**src/hw/rtl/lca_pkg.sv**
```systemverilog
package lca_pkg;

    localparam int GRID_WIDTH  = 64;
    localparam int GRID_HEIGHT = 64;
    localparam int COL_W       = $clog2(GRID_WIDTH);
    localparam int ROW_W       = $clog2(GRID_HEIGHT);
    localparam int MODE_W      = 2;
    localparam int COORD_W     = 6;

    typedef logic [GRID_WIDTH-1:0] t_row;
    typedef logic [COL_W-1:0]      t_col_idx;
    typedef logic [ROW_W-1:0]      t_row_idx;

    typedef enum logic [MODE_W-1:0] {
        MODE_SET  = 2'd0,
        MODE_STEP = 2'd1,
        MODE_READ = 2'd2,
        MODE_NOP  = 2'd3
    } t_mode;

    typedef enum logic [1:0] {
        ST_IDLE,
        ST_SWEEP,
        ST_FLUSH
    } t_state;

endpackage

```
**src/hw/rtl/lca_rule.sv**
```systemverilog
module lca_rule (
    input  lca_pkg::t_row i_above,
    input  lca_pkg::t_row i_cur,
    input  lca_pkg::t_row i_below,
    output lca_pkg::t_row o_next
);
    import lca_pkg::*;

    logic [GRID_WIDTH+1:0] w_a;
    logic [GRID_WIDTH+1:0] w_c;
    logic [GRID_WIDTH+1:0] w_b;

    assign w_a = {1'b0, i_above, 1'b0};
    assign w_c = {1'b0, i_cur, 1'b0};
    assign w_b = {1'b0, i_below, 1'b0};

    // padded index c+1 is column c
    always_comb begin
        logic [3:0] n;
        for (int c = 0; c < GRID_WIDTH; c++) begin
            n = 4'(w_a[c]) + 4'(w_a[c+1]) + 4'(w_a[c+2])
              + 4'(w_c[c]) + 4'(w_c[c+2])
              + 4'(w_b[c]) + 4'(w_b[c+1]) + 4'(w_b[c+2]);
            o_next[c] = (n == 4'd3) || (i_cur[c] && (n == 4'd2));
        end
    end

endmodule

```
**config.mk**
```make
export PLATFORM = sky130hd
export DESIGN_NAME = lca_rule
export DESIGN_NICKNAME = d
export VERILOG_FILES = /design/src/hw/rtl/lca_pkg.sv /design/src/hw/rtl/lca_rule.sv
export SDC_FILE = /design/constraint.sdc
export NUM_CORES = 1
export LEC_CHECK = 0
export ABC_AREA = 0
export ABC_CLOCK_PERIOD_IN_PS = 3900
export BUFFER_PORTS_ARGS = -buffer_cell sky130_fd_sc_hd__buf_2
export CAP_MARGIN = 20
export CELL_PAD_IN_SITES_DETAIL_PLACEMENT = 1
export CELL_PAD_IN_SITES_GLOBAL_PLACEMENT = 2
export CORE_ASPECT_RATIO = 0.7
export CORE_MARGIN = 2
export CORE_UTILIZATION = 34
export DETAILED_ROUTE_END_ITERATION = 10
export PLACE_DENSITY = 0.95
export SYNTH_ARGS = -nofsm -noshare
export SYNTH_HDL_FRONTEND = slang
export SYNTH_SLANG_ARGS = --single-unit
```
**constraint.sdc**
```tcl
create_clock -name vclk -period 3.9
set_input_delay 0.195 -clock vclk [all_inputs]
set_output_delay 0.195 -clock vclk [all_outputs]
set_load 0.02 [all_outputs]
```
==> results.txt <==
Worst path slowest cell - fa_1
Setup crit start kind - input pin
Final Hold Fails - 0
via count - 8451
Port Buffers - 256
RSZ-0062 raised after global routing - false
via count of the first global-routing pass - 9827
Synth Instances - 1197
die boundary width - 216 um
Leak - 7.23 nW
Crit. End Element - primary output
Routed WL - 27.1 mm
MaxCap Viol Count - 0
Max Freq - 298 MHz
cells along the critical path - buf_2 > inv_1 > fa_1 > fa_1 > fa_1 > inv_1 > ha_1 > fa_1 > or2_0 > a21oi_1 > buf_2
Hold WC Path Type - input pin to primary output
maximum vdd drop - 0.133 mV
sequential-to-total area share from yosys stat - 0
initial antenna violation count - 12
Routed Antenna Nets - 0
CP required - 3.70 ns
Mapped Area - 10700 um2
cts hold-fix bufs - 0
Total GRT Usage - 0.171
CP arrival - 3.16 ns
setup TNS - 0 ns
cell mode on critical path - fa_1
sequential cells - 0
Slew HR - 0.814
power per cell area - 283 nW/um2
Routed WL per cell - 14.4 um
Yosys warnings - 0
Max stage delay on crit path - 0.56 ns
register area - 0 um2
DP Cell Count - 1873
Layout area overhead - 17.1%
final period utilization - 0.861
Mean Syn Cell Area - 8.95 um2
minimum clock period after layout - 3.36 ns
post-synth top area share - 0.471
syn_nets - 1829
num rows - 54
Final Max Tran Viols - 0
initial drt markers - 129
critical path peak fanout - 2
top cells by area, synth - fa_1, ha_1, inv_1
Post-CTS Resized - 0
outcome - complete, no violations
Worst-Margin Slew - 0.276 ns
total core area - 31100 um2
initial core utilization - 0.345
area leader, netlist - fa_1
final setup vio count - 0
non-filler cells, final - 1883
largest net degree at the start of global routing - 4
share of cells above drive strength 1 - 0.176
DRT Pass-1 Iters - 4
drt via density - 4.49
placed wire-length estimate - 26.7 mm
grt total ovfl - 0
GP Congestion - 0.852
# clk buffers - 0
global-route wire length before repair - 47.1 mm
Setup CP Type - input pin to primary output
# nets final - 2087
die span in y - 152 um
post-synth cell types - 14
postcts setup bufs - 0
die area - 33000 um2
DRC violations left - 0
I/O pin count - 256
-- metrics by stage --
step | hold slack [ns] | total power (W) | utilization | instance area [um2] | setup slack, ns
after detailed placement | 0.791 | 0.00360 | 0.403 | 12500 | 0.534
after global placement | 0.786 | 0.00332 | 0.403 | 12500 | 0.597
after floorplan | 0.564 | 0.00246 | - | 10700 | 0.822
after CTS | 0.793 | 0.00363 | 0.403 | 12500 | 0.532
after global routing | 0.827 | 0.00417 | 0.403 | 12500 | 0.409
final | 0.794 | 0.00354 | 0.404 | 12500 | 0.542
-- final timing paths --
path / from / endpoint / cells after the start
setup / recovery: i_above[33] / o_next[34] / 11
hold / removal: i_cur[63] / o_next[63] / 4
-- cell usage in the layout (no fill, tap or decap) --
| cell type | Yosys | final |
|---|---|---|
| nand3_1 | 61 | 61 |
| nand2_1 | 1 | 1 |
| or2_0 | 17 | 17 |
| inv_1 | 442 | 442 |
| nor3_1 | 1 | 1 |
| diode_2 | 0 | 10 |
| nor2_1 | 4 | 4 |
| buf_2 | 0 | 256 |
| nor3b_1 | 2 | 2 |
| a21oi_1 | 122 | 122 |
| ha_1 | 188 | 188 |
| a31oi_1 | 1 | 1 |
| or2_1 | 44 | 44 |
| fa_1 | 252 | 252 |
| o21ai_0 | 61 | 61 |
| nor2b_1 | 1 | 1 |
-- where the power goes --
group,switching [W],internal (W)
sequential,0,0
clock,0,0.000000000343
combinational,0.00208,0.00146
-- cells in the mapped netlist, drive strengths merged --
cell type,number
a21oi,122
fa,252
inv,442
nor3b,2
nand3,61
nor2b,1
nor3,1
nor2,4
or2,61
o21ai,61
a31oi,1
ha,188
nand2,1
-- logic make-up (layout without fill, tap and decap cells) --
family,Yosys count,after routing,synth area share
other,0,10,0
adders and majority gates,440,440,0.691
AOI/OAI and AO/OA,184,184,0.0861
and+or+nand+nor,131,131,0.0683
buffers and inverters,442,698,0.155
-- metal layers --
layer  track usage  share of wire  up-vias
li1              -              -     4115
met1         0.225           0.44     4173
met2         0.315           0.50      142
met3        0.0182          0.042       19
met4        0.0170          0.010        2
met5             0        0.00048        -
-- critical path, delay by kind of cell --
kind / cells / cell delay, ns
AOI/OAI and AO/OA: 1 / 0.20
adders and majority gates: 5 / 2.11
buffers and inverters: 4 / 0.43
and+or+nand+nor: 1 / 0.23
-- layout make-up --
class                           instances  area, um2
Tap cell                              420        526
Antenna cell                           10       25.0
Timing Repair Buffer                  256       1280
Fill cell                            3839      18500
Inverter                              442       1660
Multi-Input combinational cell        755       9050
Power figures use the tool's default switching activity.
