[config.mk]
export PLATFORM = sky130hd
export DESIGN_NAME = lca_row_cell
export DESIGN_NICKNAME = d
export VERILOG_FILES = /design/src/hw/rtl/lca_pkg.sv /design/src/hw/rtl/lca_row_cell.sv
export SDC_FILE = /design/constraint.sdc
export NUM_CORES = 1
export LEC_CHECK = 0
export ABC_CLOCK_PERIOD_IN_PS = 1400
export BUFFER_PORTS_ARGS = -buffer_cell sky130_fd_sc_hd__buf_4
export CAP_MARGIN = 20
export CORE_MARGIN = 8
export CORE_UTILIZATION = 30
export DETAILED_ROUTE_END_ITERATION = 8
export PLACE_DENSITY = 0.53
export SKIP_CTS_REPAIR_TIMING = 1
export SYNTH_ARGS = -nofsm -noshare
export SYNTH_HDL_FRONTEND = slang
export SYNTH_SLANG_ARGS = --single-unit
[constraint.sdc]
create_clock -name i_clk -period 1.4 [get_ports i_clk]
set_input_delay 0.07 -clock i_clk [delete_from_list [all_inputs] [get_ports i_clk]]
set_output_delay 0.07 -clock i_clk [all_outputs]
set_load 0.03 [all_outputs]
[src/hw/rtl/lca_pkg.sv]
package lca_pkg;

    localparam int GRID_WIDTH  = 64;
    localparam int GRID_HEIGHT = 64;
    localparam int COL_W       = $clog2(GRID_WIDTH);
    localparam int ROW_W       = $clog2(GRID_HEIGHT);
    localparam int MODE_W      = 2;
    localparam int COORD_W     = 6;

    typedef logic [GRID_WIDTH-1:0] t_row;
    typedef logic [COL_W-1:0]      t_col_idx;
    typedef logic [ROW_W-1:0]      t_row_idx;

    typedef enum logic [MODE_W-1:0] {
        MODE_SET  = 2'd0,
        MODE_STEP = 2'd1,
        MODE_READ = 2'd2,
        MODE_NOP  = 2'd3
    } t_mode;

    typedef enum logic [1:0] {
        ST_IDLE,
        ST_SWEEP,
        ST_FLUSH
    } t_state;

endpackage

[src/hw/rtl/lca_row_cell.sv]
module lca_row_cell (
    input  logic          i_clk,
    input  logic          i_rst_n,
    input  logic          i_shift,
    input  lca_pkg::t_row i_row,
    output lca_pkg::t_row o_row
);
    import lca_pkg::*;

    t_row r_row;

    always_ff @(posedge i_clk) begin
        if (!i_rst_n) begin
            r_row <= '0;
        end else if (i_shift) begin
            r_row <= i_row;
        end
    end

    assign o_row = r_row;

endmodule

==> results of run 1 <==
[final cells by class]
cell class                      count  area (um^2)
Fill cell                         781         4280
Sequential cell                    64         1281
Timing Repair Buffer              146         1144
Multi-Input combinational cell    128         1041
Clock buffer                       11        141.4
Tap cell                          105        131.4
Clock inverter                      5        32.53
[through the flow]
stage,utilization [%],hold slack [ns],cells,area (um^2)
floorplan,-,0.2395,206,2451
global placement,42.94,0.3249,429,3457
detailed placement,42.94,0.3361,429,3457
CTS,45.10,-0.02568,445,3631
global route,46.84,0.004418,459,3771
finish,46.84,-0.0009898,459,3771
[final timing paths]
path / from / to / slack [ns]
min: i_row[39] / o_row[39]$_SDFFE_PN0P_ / -0.001
max: o_row[57]$_SDFFE_PN0P_ / o_row[57] / 0.49
max reg2reg: o_row[32]$_SDFFE_PN0P_ / o_row[32]$_SDFFE_PN0P_ / 0.77
min reg2reg: o_row[60]$_SDFFE_PN0P_ / o_row[60]$_SDFFE_PN0P_ / 0.52
[cells in the final DEF (no fill, tap or decap)]
cell type,synthesis,routed
mux2i_1,64,64
buf_4,0,131
clkinvlp_4,0,3
buf_12,0,1
clkinv_2,0,2
clkbuf_8,0,10
dlygate4sd3_1,0,14
clkbuf_1,6,1
dfxtp_1,64,64
nor2b_1,64,64
[worst min-delay path, cell delays in order]
cell	delay, ns
buf_4	0.07
mux2i_1	0.05
nor2b_1	0.09
[where the power goes]
part           internal, uW  switching [uW]
clock                   685             701
combinational           412             423
sequential             1930            54.4
total                  3030            1180
[logic make-up after synthesis]
kind of cell / synth area share, %
muxes: 26.14
DFF: 52.27
buffers and inverters: 5.258
and+or+nand+nor: 16.33
[layer usage]
metal / up-vias / part of all wire, %
li1: 961 / -
met1: 810 / 47
met2: 78 / 43
met3: 8 / 8.8
met4: 0 / 1.4
met5: - / 0
==> impl_summary.log, run 1 <==
INFO  metric status = finished, violations left
INFO  metric violated_checks = hold timing
INFO  metric netlist_top_cells_area = dfxtp_1 52%, mux2i_1 26%, nor2b_1 16%, buf_8 3.7%, clkbuf_1 0.92%
INFO  metric insertion_delay = between 0.3 and 0.4 ns
INFO  metric largest_stage_delay_on_the_critical_path = ~0.35 ns
INFO  metric routed_wl = 6.454 mm
INFO  metric worstPathRequired = 1.33 ns
INFO  metric clk_pin_slew = roughly 0.08 ns
INFO  metric drcViolationCount = 0
INFO  metric wl_per_cell = between 10 and 15 um
INFO  metric avgViaCountPerCell = 4.046
INFO  metric min_hold_slack = -0.0009898 ns
INFO  metric setup_repair_after_global_routing_missed_its_margin = false
INFO  metric hpwlAfterDp = between 4 and 5 mm
INFO  metric cp_num_buf_inv = 1
INFO  metric worst-r2r-cell-count = 2
INFO  metric finalPower = roughly 4200 uW
INFO  metric path_depth = 1
INFO  metric die_y = roughly 110 um
INFO  metric final_setup_slack_of_the_worst_path = 0.4896 ns
INFO  metric overflow = 0
INFO  metric busiest_layer = met2
INFO  metric post_synth_inst_count = 206
INFO  metric timing.critical_path.slowest_stage_cell = dfxtp_1
INFO  metric count_of_pins_over_their_slew_limit = 0
INFO  metric yosys_most_used_dff = dfxtp_1
INFO  metric slew_headroom = 64.91%
INFO  metric timing.critical_path.cells = buf_4
INFO  metric num_rows = 33
INFO  metric period_needed = 0.9104 ns
INFO  metric drt_iter0_markers = 38
INFO  metric synth.distinct_cells = 7
INFO  metric ant_nets = 0
INFO  metric cp-start-kind = flip-flop
INFO  metric fin_crit_sh = approximately two thirds
INFO  metric dp_worst_setup_slack = 0.4410 ns
INFO  metric tns = 0 ns
INFO  metric critical_path_start_end_classification = reg -> out
INFO  metric port_buffers = 130
INFO  metric gpl.final_weighted_congestion = 0.6850
INFO  metric grtUsageMet3 = 5.021%
INFO  metric tritoncts_clock_tree = done
INFO  metric yosys_synthesis_warning_count = 0
INFO  metric dieArea = 11320 um^2
INFO  metric final_layout_size_suffix_gt1_share = ~42%
INFO  metric cts-root-to-sink-buffers = 2
INFO  metric worst_hold_path_type = in -> reg
INFO  metric initial_utilization = ~30%
INFO  metric critPathTopFamily = flip-flops
INFO  metric antenna-diode-count = 0
INFO  metric maxCapViolations = 0
INFO  metric grt_pass1_vias = 1906
INFO  metric wire_length_of_the_first_global_routing_pass = 10.01 mm
INFO  metric detail_route.first_pass.iterations = 3
INFO  metric post_synth.cell_area_avg = 11.90 um^2
INFO  metric seq_area_frac_synth = between 50% and 60%
INFO  metric synth_edf_count = 0
INFO  metric fmaxAchievable = 1098 MHz
INFO  metric synth_top_cells_by_count = 64 x dfxtp_1, 64 x mux2i_1, 64 x nor2b_1
INFO  metric synth.ff_latch_count = 64
INFO  metric worstPathMaxFanout = 2
INFO  metric synth_top_cell_by_area = dfxtp_1
INFO  metric core_region_area = 8051 um^2
INFO  metric grt.total_usage = roughly 11%
INFO  metric flow.area_growth_from_synthesis = 53.85%
INFO  metric i_o_pin_total = about 130
INFO  metric critPathCaptureType = output port
INFO  metric tritoncts_num_sinks = 64
INFO  metric finalSetupViolCount = 0
INFO  metric nets = 416
INFO  metric grt_max_degree = between 60 and 70
INFO  metric grt_use_met2 = 15.50%
INFO  metric timing.final.hold_violations = 4
INFO  metric vias = 1857
INFO  metric leakage = between 0.0015 and 0.002 uW
INFO  metric htree_num_levels = 3
INFO  metric grt_antenna_before_repair = 0
INFO  metric net_count_after_synthesis = 273
INFO  metric cts_root_buf = clkbuf_8
INFO  metric finalClockSkew = 0 ns
INFO  metric power_density = 1115 nW/um^2
INFO  metric synth_top_area_share = ~52%
INFO  metric maximum_vdd_drop = 0.4069 mV
INFO  metric global_route.usage.met1 = 14.09%
INFO  metric cts-buffers-inserted = 9
INFO  metric timing.critical_path.arrival = 0.84 ns
INFO  metric syn_area = 2451 um^2
INFO  metric die_w = 106.4 um
INFO  metric largest_register_ffs = 64
INFO  metric slew_at_the_pin_closest_to_its_max_slew_limit = 0.5263 ns
INFO  metric postSynth.asyncResetShare = 0%
INFO  metric hold_critical_path_depth = 3
Note: power is estimated with default switching activity, not from simulation.
==> run 2, diff against run 1 <==
ABC_CLOCK_PERIOD_IN_PS = 950   (was 1400)
clock period = 0.95 ns   (was 1.4 ns; I/O delays follow)
==> run 2 against run 1 <==
  * Critical path depth did not move
  * Routed wire length rose by 8.3%
  * Cell area rose by 10%
  * Clock skew did not move
  * Die area did not move
  * The flow still finishes with violations (hold timing)
  * Highest routed layer unchanged
  * First-iteration DRC count fell by 13%
  * Cell count rose by 7.6%
  * Sequential power rose by 48%
  * Critical endpoint is now o_row[35]
  * Clock-buffer cell count rose by 2
  * Sequential share of layout area fell by 3.2 points
==> impl_summary.log, run 2 (synthesis gave the netlist of run 1 again) <==
INFO  metric grt_pass1_vias = between 1500 and 2000
INFO  metric fmaxAchievable = roughly 1100 MHz
INFO  metric detail_route.first_pass.iterations = 4
INFO  metric maxCapViolations = 0
INFO  metric timing.final.hold_violations = 15
INFO  metric worst_hold_path_type = in -> reg
INFO  metric most_common_library_cell_in_the_layout_ignoring_fill_and_taps = buf_4
INFO  metric postLayoutCellArea = ~4200 um^2
INFO  metric critPathTopFamily = flip-flops
INFO  metric cp_num_buf_inv = 1
INFO  metric cp-start-kind = flip-flop
INFO  metric detail_route.wirelength.met1 = 3.205 mm
INFO  metric avgViaCountPerCell = 4.126
INFO  metric power_density = around 1500 nW/um^2
INFO  metric grt_antenna_before_repair = 0
INFO  metric setup_repair_after_global_routing_missed_its_margin = false
INFO  metric detailroute.wirelength.met2 = 3.122 mm
INFO  metric count_of_pins_over_their_slew_limit = 0
INFO  metric worstPathMaxFanout = 2
INFO  metric routed_wl = 6.988 mm
INFO  metric grt_max_degree = 65
INFO  metric hpwlAfterDp = 4.636 mm
INFO  metric flow.area_growth_from_synthesis = 69.63%
INFO  metric timing.critical_path.cells = buf_4
INFO  metric largest_stage_delay_on_the_critical_path = 0.35 ns
INFO  metric drcViolationCount = 0
INFO  metric tritoncts_clock_tree = done
INFO  metric port_buffers = between 100 and 150
INFO  metric timing.critical_path.slowest_stage_cell = dfxtp_1
INFO  metric nets = 453
INFO  metric postPlaceCellArea = between 3000 and 4000 um^2
INFO  metric htree_num_levels = 3
INFO  metric num_rows = 33
INFO  metric i_o_pin_total = 131
INFO  metric fillCellCount = 732
INFO  metric slew_at_the_pin_closest_to_its_max_slew_limit = around 0.23 ns
INFO  metric ant_nets = 0
INFO  metric cts-buffers-inserted = 9
INFO  metric wl_per_cell = 14.15 um
INFO  metric core_region_area = approximately 8000 um^2
INFO  metric finalSetupViolCount = 0
INFO  metric clk_pin_slew = 0.06 ns
INFO  metric vias = ~2000
INFO  metric routed.top_layer = met4
INFO  metric worstPathRequired = 0.90 ns
INFO  metric grt.total_usage = 11.55%
INFO  metric cts-root-to-sink-buffers = 2
INFO  metric tritoncts_num_sinks = 64
INFO  metric dieArea = 11320 um^2
INFO  metric finalClockSkew = 0 ns
INFO  metric antenna-diode-count = 0
INFO  metric drt_iter0_markers = 33
INFO  metric mostFrequentLayoutCells = 129 x buf_4, 64 x mux2i_1, 64 x nor2b_1, 64 x dfxtp_1, 49 x dlygate4sd3_1
INFO  metric detailroute.wirelength.met3 = approximately 560 um
INFO  metric period_needed = 0.8942 ns
INFO  metric insertion_delay = around 0.33 ns
INFO  metric overflow = 0
INFO  metric leakage = 0.001992 uW
INFO  metric largest_register_ffs = 64
INFO  metric final_layout_size_suffix_gt1_share = between 30% and 40%
INFO  metric wire_length_of_the_first_global_routing_pass = 10.20 mm
INFO  metric critPathCaptureType = output port
INFO  metric initial_utilization = 30.44%
INFO  metric die_y = 106.4 um
INFO  metric timing.critical_path.arrival = approximately 0.85 ns
INFO  metric slew_headroom = a little over four fifths
INFO  metric tns = 0 ns
INFO  metric gpl.final_weighted_congestion = approximately 0.66
INFO  metric die_w = 106.4 um
INFO  metric critical_path_start_end_classification = reg -> out
INFO  metric violated_checks = hold timing
INFO  metric cts_root_buf = clkbuf_8
INFO  metric min_hold_slack = -0.02501 ns
INFO  metric maximum_vdd_drop = around 0.64 mV
INFO  metric status = finished, violations left
INFO  metric fin_crit_sh = 94.12%
[run 2: cell types whose count changed in the layout (fill, tap and decap cells not counted), sizes merged]
cell / previous run / this run
buf: 132 / 134
clkbuf: 11 / 13
clkinv: 2 / 1
clkinvlp: 3 / 0
dlygate4sd3: 14 / 49
[run 2: final timing paths]
| check | start | to | slack, ns | depth (start not counted) |
|---|---|---|---|---|
| max reg2reg | o_row[23]$_SDFFE_PN0P_ | o_row[23]$_SDFFE_PN0P_ | 0.32 | 2 |
| max | o_row[35]$_SDFFE_PN0P_ | o_row[35] | 0.06 | 1 |
| min | i_row[20] | o_row[20]$_SDFFE_PN0P_ | -0.03 | 3 |
| min reg2reg | o_row[37]$_SDFFE_PN0P_ | o_row[37]$_SDFFE_PN0P_ | 0.52 | 2 |
[run 2: area by class of cell]
cell class	count	area (um^2)	share of cell area [%]
Multi-Input combinational cell	128	1041	25.04
Timing Repair Buffer	183	1550	37.29
Clock buffer	13	148.9	3.581
Tap cell	105	131.4	3.160
Clock inverter	1	5.005	0.1204
Sequential cell	64	1281	30.82
[run 2: metal layers]
layer | vias up | GRT usage, %
met3 | 9 | 5.021
met5 | - | 0
met4 | 0 | 5.427
li1 | 1041 | -
met2 | 82 | 16.76
met1 | 906 | 14.38
[run 2: power by group]
| part | leakage (uW) | internal, uW | switching, uW |
|---|---|---|---|
| sequential | 0.000529 | 2850 | 80.5 |
| combinational | 0.00138 | 724 | 661 |
| clock | 0.0000794 | 988 | 938 |
[run 2: worst register-to-register path, delay by kind of cell (launching register included)]
kind	cells	cell delay, ns
mux	1	0.14
simple gates	1	0.07
flops	1	0.31
[run 2: stage by stage]
step	util (%)	hold slack (ns)	setup WS, ns	std cells	total power (uW)
5_1_grt	51.64	0.007939	0.0007218	494	6608
6_report	51.64	-0.02501	0.05582	494	6239
3_3_place_gp	43.59	0.3008	0.1584	431	4200
3_5_place_dp	43.59	0.3111	0.1499	431	4214
4_1_cts	45.50	-0.04311	0.03635	445	6185
2_1_floorplan	-	0.2170	0.1985	206	3680
